### src/habf_pkg.sv
// ----------------------------------------------------------------------------
// habf_pkg: shared types and constants of the access unit boundary finder
// Payload structs of both channels, the classified byte token that runs
// between the front and the back, and configuration register layout.
// ----------------------------------------------------------------------------
package habf_pkg;

  // Default buffer limit; byte positions saturate one below it (20-bit cap).
  localparam longint unsigned MaxBufferBytesDflt = 64'd1048576;

  localparam int PosW = 20;

  // Token queue between front and back.
  localparam int FifoDepth = 4;

  // Configuration port.
  localparam int          CfgAddrW     = 3;
  localparam int          CfgDataW     = 32;
  localparam logic        RegPackStart = 1'b0;
  localparam logic [7:0]  PackStartRst = 8'd186;

  typedef struct packed {
    logic [7:0] data_byte;
    logic       first_byte;
    logic       last_byte;
    logic [1:0] vcl_start;
  } habf_in_t;

  typedef struct packed {
    logic            found;
    logic [PosW-1:0] boundary_offset;
    logic [1:0]      vcl_status;
  } habf_out_t;

  // One input byte with everything the scanner needs to know about it.
  typedef struct packed {
    logic [7:0] data_byte;
    logic       first_byte;
    logic       last_byte;
    logic [1:0] vcl_start;
    logic       is_zero;
    logic       is_one;
    logic       is_vcl;         // NAL type below 32
    logic       is_irap;        // NAL type 16..23
    logic       is_ps;          // VPS, SPS, PPS
    logic       is_l0_type;     // AUD, prefix SEI, 41..44, 48..55
    logic       layer_hi;       // layer id MSB as a first header byte
    logic       low_layer_zero; // layer id low bits zero as a second header byte
  } habf_tok_t;

endpackage

### src/habf_front.sv
// ----------------------------------------------------------------------------
// habf_front: byte classifier and token queue
// Decode each accepted byte into a token and hold it in a short queue until
// the scanner takes it.
// ----------------------------------------------------------------------------
module habf_front (
  input  logic               clk,
  input  logic               rst_n,
  input  logic               push,
  output logic               full,
  input  habf_pkg::habf_in_t in_data,
  output logic               tok_valid,
  output habf_pkg::habf_tok_t tok,
  input  logic               tok_take
);
  import habf_pkg::*;

  localparam int PtrW = $clog2(FifoDepth);
  localparam int CntW = $clog2(FifoDepth + 1);

  habf_tok_t           tok_in;
  logic [5:0]          hdr_type;
  habf_tok_t           mem_r [FifoDepth];
  logic [PtrW-1:0]     wr_ptr_r, wr_ptr_nxt;
  logic [PtrW-1:0]     rd_ptr_r, rd_ptr_nxt;
  logic [CntW-1:0]     count_r, count_nxt;
  logic                wr_en, rd_en;

  assign hdr_type = in_data.data_byte[6:1];

  always_comb begin
    tok_in.data_byte      = in_data.data_byte;
    tok_in.first_byte     = in_data.first_byte;
    tok_in.last_byte      = in_data.last_byte;
    tok_in.vcl_start      = in_data.vcl_start;
    tok_in.is_zero        = (in_data.data_byte == 8'd0);
    tok_in.is_one         = (in_data.data_byte == 8'd1);
    tok_in.is_vcl         = (hdr_type < 6'd32);
    tok_in.is_irap        = (hdr_type inside {[6'd16:6'd23]});
    tok_in.is_ps          = (hdr_type inside {[6'd32:6'd34]});
    tok_in.is_l0_type     = (hdr_type inside {6'd35, 6'd39, [6'd41:6'd44], [6'd48:6'd55]});
    tok_in.layer_hi       = in_data.data_byte[0];
    tok_in.low_layer_zero = (in_data.data_byte[7:3] == 5'd0);
  end

  assign full      = (count_r == CntW'(FifoDepth));
  assign tok_valid = (count_r != '0);
  assign tok       = mem_r[rd_ptr_r];
  assign wr_en     = push && !full;
  assign rd_en     = tok_take && tok_valid;

  always_comb begin
    wr_ptr_nxt = wr_en ? wr_ptr_r + 1'b1 : wr_ptr_r;
    rd_ptr_nxt = rd_en ? rd_ptr_r + 1'b1 : rd_ptr_r;
    count_nxt  = count_r;
    if (wr_en && !rd_en) begin
      count_nxt = count_r + 1'b1;
    end else if (rd_en && !wr_en) begin
      count_nxt = count_r - 1'b1;
    end
  end

  always_ff @(posedge clk) begin
    if (!rst_n) begin
      wr_ptr_r <= '0;
      rd_ptr_r <= '0;
      count_r  <= '0;
    end else begin
      wr_ptr_r <= wr_ptr_nxt;
      rd_ptr_r <= rd_ptr_nxt;
      count_r  <= count_nxt;
    end
  end

  always_ff @(posedge clk) begin
    if (wr_en) begin
      mem_r[wr_ptr_r] <= tok_in;
    end
  end

`ifndef SYNTHESIS
  a_count_bound: assert property (@(posedge clk) disable iff (!rst_n)
    count_r <= CntW'(FifoDepth))
    else $error("token queue count beyond depth");

  a_no_take_empty: assert property (@(posedge clk) disable iff (!rst_n)
    (count_r == '0) |-> !rd_en)
    else $error("token taken from empty queue");

  a_count_track: assert property (@(posedge clk) disable iff (!rst_n)
    (wr_en && !rd_en) |=> (count_r == $past(count_r) + 1'b1))
    else $error("token queue count lost a write");
`endif

endmodule

### src/habf_back.sv
// ----------------------------------------------------------------------------
// habf_back: start code scanner and result register
// Take one token a cycle while the result register is free or being popped,
// track start codes, NAL headers and VCL status, and load a result beat into
// the output register.
module habf_back #(
  parameter longint unsigned MAX_BUFFER_BYTES = habf_pkg::MaxBufferBytesDflt
) (
  input  logic                clk,
  input  logic                rst_n,
  input  logic [7:0]          pack_start_byte,
  input  logic                tok_valid,
  input  habf_pkg::habf_tok_t tok,
  output logic                tok_take,
  output logic                empty,
  input  logic                pop,
  output habf_pkg::habf_out_t out_data
);
  import habf_pkg::*;

  localparam longint unsigned CapL =
    ((MAX_BUFFER_BYTES - 64'd1) < 64'hFFFFF) ? (MAX_BUFFER_BYTES - 64'd1) : 64'hFFFFF;
  localparam logic [PosW-1:0] PosCap = CapL[PosW-1:0];

  localparam logic [1:0] PhIdle = 2'd0;
  localparam logic [1:0] PhHdr0 = 2'd1;
  localparam logic [1:0] PhHdr1 = 2'd2;
  localparam logic [1:0] PhPay  = 2'd3;

  localparam logic [1:0] VclNone    = 2'd0;
  localparam logic [1:0] VclNonIrap = 2'd1;
  localparam logic [1:0] VclIrap    = 2'd2;
  localparam logic [1:0] VclCorrupt = 2'd3;

  typedef struct packed {
    logic       is_vcl;
    logic       is_irap;
    logic       is_ps;
    logic       is_l0_type;
    logic [7:0] h0;
    logic       layer_zero;
  } hdr_t;

  logic [1:0]      zr_r, zr_nxt;
  logic [PosW-1:0] pos_r, pos_nxt;
  logic [1:0]      ph_r, ph_nxt;
  hdr_t            hdr_r, hdr_nxt;
  logic [PosW-1:0] pend_r, pend_nxt;
  logic [1:0]      trk_r, trk_nxt;
  logic            done_r, done_nxt;
  logic            out_valid_r, out_valid_nxt;
  habf_out_t       out_r, out_nxt;

  logic            advance;
  logic            close_req, full_nal, opens, hit;
  logic [PosW-1:0] cur, lead;

  assign advance  = !out_valid_r || pop;
  assign tok_take = tok_valid && advance;
  assign empty    = !out_valid_r;
  assign out_data = out_r;

  always_comb begin
    zr_nxt        = zr_r;
    pos_nxt       = pos_r;
    ph_nxt        = ph_r;
    hdr_nxt       = hdr_r;
    pend_nxt      = pend_r;
    trk_nxt       = trk_r;
    done_nxt      = done_r;
    out_valid_nxt = advance ? 1'b0 : out_valid_r;
    out_nxt       = out_r;
    close_req     = 1'b0;
    full_nal      = 1'b0;
    opens         = 1'b0;
    hit           = 1'b0;
    cur           = pos_r;
    lead          = '0;

    if (tok_take) begin
      // A new buffer restarts the scan and loads the caller's status.
      if (tok.first_byte) begin
        pos_nxt  = '0;
        zr_nxt   = '0;
        ph_nxt   = PhIdle;
        done_nxt = 1'b0;
        trk_nxt  = tok.vcl_start;
      end
      if (!done_nxt) begin
        cur     = pos_nxt;
        pos_nxt = (cur < PosCap) ? cur + 1'b1 : PosCap;

        case (ph_nxt)
          PhHdr0: begin
            hdr_nxt.is_vcl     = tok.is_vcl;
            hdr_nxt.is_irap    = tok.is_irap;
            hdr_nxt.is_ps      = tok.is_ps;
            hdr_nxt.is_l0_type = tok.is_l0_type;
            hdr_nxt.h0         = tok.data_byte;
            hdr_nxt.layer_zero = !tok.layer_hi;
            if (tok.last_byte) begin
              close_req = 1'b1;
              ph_nxt    = PhIdle;
            end else begin
              ph_nxt = PhHdr1;
            end
          end
          PhHdr1: begin
            hdr_nxt.layer_zero = hdr_r.layer_zero && tok.low_layer_zero;
            if (tok.last_byte) begin
              close_req = 1'b1;
              ph_nxt    = PhIdle;
            end else begin
              ph_nxt = PhPay;
            end
          end
          PhPay: begin
            close_req = 1'b1;
            full_nal  = 1'b1;
            ph_nxt    = PhIdle;
          end
          default: begin
          end
        endcase

        // Close the NAL: new access unit, status update, or corrupt mark.
        if (close_req) begin
          opens = hdr_nxt.is_ps || (hdr_nxt.layer_zero && hdr_nxt.is_l0_type) ||
                  (hdr_nxt.is_vcl && tok.data_byte[7]);
          if ((trk_nxt != VclNone) && full_nal && opens) begin
            hit = 1'b1;
          end else if (hdr_nxt.is_vcl) begin
            trk_nxt = hdr_nxt.is_irap ? VclIrap : VclNonIrap;
          end else if (hdr_nxt.h0 == pack_start_byte) begin
            trk_nxt = VclCorrupt;
            hit     = 1'b1;
          end
        end

        if (hit) begin
          done_nxt                = 1'b1;
          out_valid_nxt           = 1'b1;
          out_nxt.found           = 1'b1;
          out_nxt.boundary_offset = pend_r;
          out_nxt.vcl_status      = trk_nxt;
        end else begin
          if ((ph_nxt == PhIdle) && tok.is_one && (zr_nxt >= 2'd2) && !tok.last_byte) begin
            lead     = (zr_nxt == 2'd3) ? PosW'(3) : PosW'(2);
            pend_nxt = (cur >= lead) ? cur - lead : '0;
            ph_nxt   = PhHdr0;
          end
          zr_nxt = tok.is_zero ? ((zr_nxt == 2'd3) ? 2'd3 : zr_nxt + 1'b1) : 2'd0;
          if (tok.last_byte) begin
            done_nxt                = 1'b1;
            ph_nxt                  = PhIdle;
            out_valid_nxt           = 1'b1;
            out_nxt.found           = 1'b0;
            out_nxt.boundary_offset = '0;
            out_nxt.vcl_status      = trk_nxt;
          end
        end
      end
    end
  end

  always_ff @(posedge clk) begin
    if (!rst_n) begin
      zr_r        <= '0;
      pos_r       <= '0;
      ph_r        <= PhIdle;
      pend_r      <= '0;
      trk_r       <= VclNone;
      done_r      <= 1'b0;
      out_valid_r <= 1'b0;
    end else begin
      zr_r        <= zr_nxt;
      pos_r       <= pos_nxt;
      ph_r        <= ph_nxt;
      pend_r      <= pend_nxt;
      trk_r       <= trk_nxt;
      done_r      <= done_nxt;
      out_valid_r <= out_valid_nxt;
    end
  end

  always_ff @(posedge clk) begin
    hdr_r <= hdr_nxt;
    out_r <= out_nxt;
  end

`ifndef SYNTHESIS
  a_found_has_status: assert property (@(posedge clk) disable iff (!rst_n)
    (out_valid_r && out_r.found) |-> (out_r.vcl_status != VclNone))
    else $error("boundary reported without VCL status");

  a_miss_zero_offset: assert property (@(posedge clk) disable iff (!rst_n)
    (out_valid_r && !out_r.found) |-> (out_r.boundary_offset == '0))
    else $error("no-boundary beat with nonzero offset");

  a_pos_capped: assert property (@(posedge clk) disable iff (!rst_n)
    (pos_r <= PosCap) && (pend_r <= PosCap))
    else $error("byte position beyond cap");

  a_done_silent: assert property (@(posedge clk) disable iff (!rst_n)
    (done_r && tok_take && !tok.first_byte) |=> (pos_r == $past(pos_r)))
    else $error("scanner advanced after buffer finished");
`endif

endmodule

### src/hevc_access_unit_boundary_finder_core.sv
// ----------------------------------------------------------------------------
// hevc_access_unit_boundary_finder_core: H.265 access unit boundary finder
// Scan an Annex B buffer a byte per beat and report the start code offset of
// the first NAL that opens a new access unit, or a no-boundary beat at the end.
//
//   channel  handshake           payload         direction
//   input    push / full         in_data         in  (one byte per beat)
//   result   empty / pop         out_data        out (at most one per buffer)
//   config   psel/penable/pready paddr/pwdata    APB write, prdata read back
//
// Throughput is one byte per cycle unless a held result waits to be popped.
// A byte that causes a result is first written into a queue entry when it is
// accepted; the scanner takes that entry once the result register is free and
// registers the result in the result register.
// Reset is synchronous on rst_n low; queue, scanner state and result are
// cleared and pack_start_byte returns to 186.
// A held result stalls the scanner only; the queue keeps taking bytes until
// its four entries are full.
// ----------------------------------------------------------------------------
module hevc_access_unit_boundary_finder_core #(
  parameter longint unsigned MAX_BUFFER_BYTES = habf_pkg::MaxBufferBytesDflt
) (
  input  logic                          clk,
  input  logic                          rst_n,
  // input channel
  input  logic                          push,
  output logic                          full,
  input  habf_pkg::habf_in_t            in_data,
  // result channel
  output logic                          empty,
  input  logic                          pop,
  output habf_pkg::habf_out_t           out_data,
  // configuration port
  input  logic                          psel,
  input  logic                          penable,
  input  logic                          pwrite,
  input  logic [habf_pkg::CfgAddrW-1:0] paddr,
  input  logic [habf_pkg::CfgDataW-1:0] pwdata,
  output logic [habf_pkg::CfgDataW-1:0] prdata,
  output logic                          pready
);
  import habf_pkg::*;

  logic [7:0]  psb_r, psb_nxt;
  logic        cfg_wr;
  logic        tok_valid, tok_take;
  habf_tok_t   tok;

  // Registers sit on 4-byte words; bit 2 picks the word.
  assign pready = 1'b1;
  assign cfg_wr = psel && penable && pwrite && pready;

  always_comb begin
    psb_nxt = psb_r;
    if (cfg_wr && (paddr[2] == RegPackStart)) begin
      psb_nxt = pwdata[7:0];
    end
  end

  always_ff @(posedge clk) begin
    if (!rst_n) begin
      psb_r <= PackStartRst;
    end else begin
      psb_r <= psb_nxt;
    end
  end

  assign prdata = (paddr[2] == RegPackStart) ? {{(CfgDataW-8){1'b0}}, psb_r} : '0;

  // Front: classify bytes and queue them.
  habf_front u_front (
    .clk       (clk),
    .rst_n     (rst_n),
    .push      (push),
    .full      (full),
    .in_data   (in_data),
    .tok_valid (tok_valid),
    .tok       (tok),
    .tok_take  (tok_take)
  );

  // Back: scan tokens and hold the result beat; the lost data check uses the
  // current pack start byte when the NAL closes.
  habf_back #(
    .MAX_BUFFER_BYTES (MAX_BUFFER_BYTES)
  ) u_back (
    .clk             (clk),
    .rst_n           (rst_n),
    .pack_start_byte (psb_r),
    .tok_valid       (tok_valid),
    .tok             (tok),
    .tok_take        (tok_take),
    .empty           (empty),
    .pop             (pop),
    .out_data        (out_data)
  );

endmodule
### config.mk
export PLATFORM = sky130hd
export DESIGN_NAME = hevc_access_unit_boundary_finder_core
export DESIGN_NICKNAME = d
export VERILOG_FILES = /design/src/habf_pkg.sv /design/src/habf_front.sv /design/src/habf_back.sv /design/src/hevc_access_unit_boundary_finder_core.sv
export SDC_FILE = /design/constraint.sdc
export NUM_CORES = 1
export LEC_CHECK = 0
export BUFFER_PORTS_ARGS = -buffer_cell sky130_fd_sc_hd__clkbuf_2
export CAP_MARGIN = 25
export CORE_MARGIN = 5
export CORE_UTILIZATION = 54
export CTS_BUF_LIST = sky130_fd_sc_hd__clkbuf_8
export CTS_CLUSTER_DIAMETER = 100
export DETAILED_ROUTE_END_ITERATION = 16
export PLACE_DENSITY = 0.78
export RECOVER_POWER = 100
export SLEW_MARGIN = 10
export SYNTH_ARGS = -nofsm -noshare
export SYNTH_HDL_FRONTEND = slang
export SYNTH_SLANG_ARGS = --single-unit
export TNS_END_PERCENT = 100
### constraint.sdc
create_clock -name clk -period 3.9 [get_ports clk]
set_clock_uncertainty 0.1 [all_clocks]
set_input_delay 0.585 -clock clk [delete_from_list [all_inputs] [get_ports clk]]
set_output_delay 0.585 -clock clk [all_outputs]
set_load 0.02 [all_outputs]
==> metrics <==
hold_buf cts 0; global route overflow 0; num rows 46; total of max-cap violations 0; Die X between 100 and 150 um; worst reg-to-reg path cell count 11; GRT Total Usage 18.6%; min-delay worst type in2reg; Max stage delay cell, worst path mux4_2; vias in the first global route between 5,000 and 6,000; Crit. End Element flip-flop; Die Y ~140 um; Final Setup Violations 0; grt peak-use layer met2; DR DRC count 0; first-pass GRT wire length roughly 27,000 um; Worst slew margin 6.63%; Sw Pwr 0.00237 W; Final GP Congestion between 0.8 and 0.9; CTS resizes 0; Mean Syn Cell Area 11.5 um2; CTS tree yes; status finished, final reports clean; layout cells sized above 1 roughly an eighth; Yosys reg bits about 180; Starting Density a little over half; cts bufs inserted 17; largest net degree at the start of global routing 36; CP dominant cell by count nor2b_1; final period utilization 91.7%; Async SR Flop Fraction 0%; PwrDens 668 nW/um2; Arrival @ worst endpoint 3.63 ns; Peak supply drop 0.350 mV; Worst Hold Depth 3; Via Count between 5,000 and 6,000; core area around 16,000 um2; GR Util met2 approximately a third; drt initial violations 361; clock-pin slew on the worst setup and hold paths about 0.080 ns; DP Area approximately 9100 um2; CP Class reg2reg; critical path required time a little under 4 ns; overall routed net length between 15,000 and 20,000 um; clock share of power between 10% and 20%; Syn. warnings 0; RSZ-0062 raised after global routing no; Final ANT Viol Nets 0; design area around 9400 um2; DR vias/cell 5.66; top_reg_cell synth edfxtp_1; hold_ws between 0.2 and 0.25 ns; Slew @ Worst Pin roughly 1.4 ns; Fill cells 1,332; Setup Buffers After CTS 0; I/O pins 112; H-tree levels 4; min Tclk post-route roughly 3.6 ns; Skew-Pair Late Insertion Delay 0.46 ns; Hold Vio Cnt, Final 0; sw frac a little under two fifths; Max Slew Vio Count 0; Detail Placement HPWL roughly 11,000 um; CTS root buf clkbuf_8; grt met1 use about 23%; Final nets ~880; R2R Setup Slk 0.32 ns; Power Internal 0.00391 W; synthesized instance count about 760; area delta synth->final 7.94%; met3 GRT Util roughly 4.3%; sequential cell area between 4000 and 5000 um2; area of the multi-input gates around 3700 um2; Pleak roughly 3.5 nW; register share of total power 43.1%; Mapped Area between 8000 and 9000 um2; wire length per cell roughly 16 um; post-layout util 59.2%; max incr delay on CP around 0.48 ns; Max Freq between 200 and 300 MHz; Yosys cell types 70; register area share after synthesis between 50 and 60%; # diodes 0; Die ar. approximately 19,000 um2; cells along the critical path mux4_2 -> nor2b_1 -> ha_1 -> nor2b_1 -> a221oi_1 -> a221o_1 -> a311oi_2 -> and3_1 -> nor3_1 -> nor2_2 -> buf_6; Setup TNS 0 ns; Sink Count 177; CP max FO 23; number of synthesized flops with an enable pin approximately 110; clk buf depth 2; # port buffers 60; Worst setup SP type flip-flop; Gate power share between 30% and 40%; router iterations before antenna repair 5; number of antenna violations at the first check in global routing 0
## cells in the mapped netlist (6+ instances only)
cell type,instances,area (um2)
o221a_2,10,113
a21oi_1,37,185
nor3_1,16,80.1
o21ai_0,26,130
buf_2,6,30.0
and2_1,31,194
ha_1,12,150
mux2_2,12,135
inv_1,18,67.6
clkbuf_1,24,90.1
nor2b_1,15,93.8
nor2_1,47,176
edfxtp_1,112,3360
dfxtp_1,65,1300
mux2i_1,41,410
nand2_1,60,225
a31oi_1,10,62.6
nor4_1,6,37.5
mux4_2,18,405
and3_1,12,75.1
nand3_1,21,105
buf_4,28,210
xnor2_1,13,114
nand4_1,6,37.5
xor2_1,24,210
## path summary, 6_finish.rpt
check | start | endpoint
worst max-delay path | u_front.mem_r[2][11]$_DFFE_PP_ | u_back.out_data[3]$_SDFFCE_PN0P_
worst max register to register | u_front.mem_r[2][11]$_DFFE_PP_ | u_back.out_data[3]$_SDFFCE_PN0P_
worst min register to register | u_back.pend_r[6]$_SDFFE_PN0P_ | u_back.pend_r[6]$_SDFFE_PN0P_
worst min-delay path | pwdata[1] | psb_r[1]$_SDFFE_PN1P_
## final cells by class
class | count | share of cell area [%]
Clock buffer | 17 | 2.49
Timing Repair Buffer | 74 | 3.63
Inverter | 20 | 0.798
Multi-Input combinational cell | 519 | 39.1
Sequential cell | 177 | 49.6
Tap cell | 216 | 2.87
Clock inverter | 15 | 1.48
## power by group through the flow
stage	clock network, W	registers (W)	logic (W)
floorplan	0	0.00272	0.00183
global placement	0	0.00272	0.00237
detailed placement	0	0.00274	0.00241
CTS	0.00123	0.00270	0.00241
global route	0.00132	0.00275	0.00262
finish	0.00121	0.00271	0.00236
## through the flow
step	setup WS [ns]	power, W	std cells
floorplan	0.171	0.00455	782
global placement	0.416	0.00509	1006
detailed placement	0.287	0.00514	1006
CTS	0.251	0.00634	1038
global route	0.0632	0.00669	1038
finish	0.322	0.00628	1038
## state kept, by name (all words and copies together), names as in the netlist, named ones only
register / count
u_back.pend_r: 20
u_back.ph_r: 2
u_back.zr_r: 2
psb_r: 8
u_front.mem_r: 76
u_back.pos_r: 20
u_back.trk_r: 2
u_back.hdr_r: 13
u_front.rd_ptr_r: 2
u_front.count_r: 3
u_front.wr_ptr_r: 2
u_back.out_valid_r: 1
u_back.out_data: 23
u_back.done_r: 1
## placed cells by master (no fill, tap or decap), types with 4 or more instances in the layout
| master | n |
|---|---|
| nor2b_1 | 15 |
| o21ai_0 | 26 |
| edfxtp_1 | 112 |
| o31ai_1 | 4 |
| clkinv_1 | 5 |
| a21oi_1 | 38 |
| mux4_2 | 18 |
| mux2_2 | 9 |
| nand4_1 | 6 |
| nor2_1 | 47 |
| o211ai_1 | 5 |
| buf_4 | 9 |
| and2_0 | 7 |
| nor4_1 | 6 |
| inv_1 | 18 |
| nand3_1 | 20 |
| conb_1 | 25 |
| nor3b_1 | 5 |
| xor2_1 | 24 |
| nand2_1 | 60 |
| or4_1 | 4 |
| a31oi_1 | 10 |
| nand2b_1 | 4 |
| clkbuf_1 | 48 |
| clkbuf_2 | 15 |
| ha_1 | 12 |
| nor3_1 | 16 |
| mux2i_1 | 41 |
| clkbuf_8 | 17 |
| xnor2_1 | 13 |
| dfxtp_1 | 64 |
| o221a_2 | 10 |
| and3_1 | 12 |
| and2_1 | 24 |
## metal layers
| metal | vias to the layer above | share of wire (%) | wire [um] |
|---|---|---|---|
| met4 | 0 | 1.6 | 267 |
| li1 | 2865 | - | - |
| met1 | 2823 | 43 | 7290 |
| met3 | 21 | 5.1 | 862 |
| met5 | - | 0 | 0 |
| met2 | 167 | 50 | 8440 |
## logic make-up after synthesis
logic type      share of synthesized area (%)
flops                                    53.5
buf+inv                                  5.27
compound gates                           10.4
simple gates                             14.1
other cells                            0.0862
xor+xnor                                 3.72
fa+ha+maj                                1.95
mux                                      10.9
## worst max-delay path, delay by kind of cell (launching register included)
kind | cells | cell delay [ns]
AO/OA/AOI/OAI | 3 | 0.74
buffers and inverters | 1 | 0.25
flip-flops | 1 | 0.40
multiplexers | 1 | 0.48
adder cells (fa/ha/maj) | 1 | 0.29
AND/OR/NAND/NOR | 5 | 1.01
No activity file was read; power rests on OpenSTA's default activity.
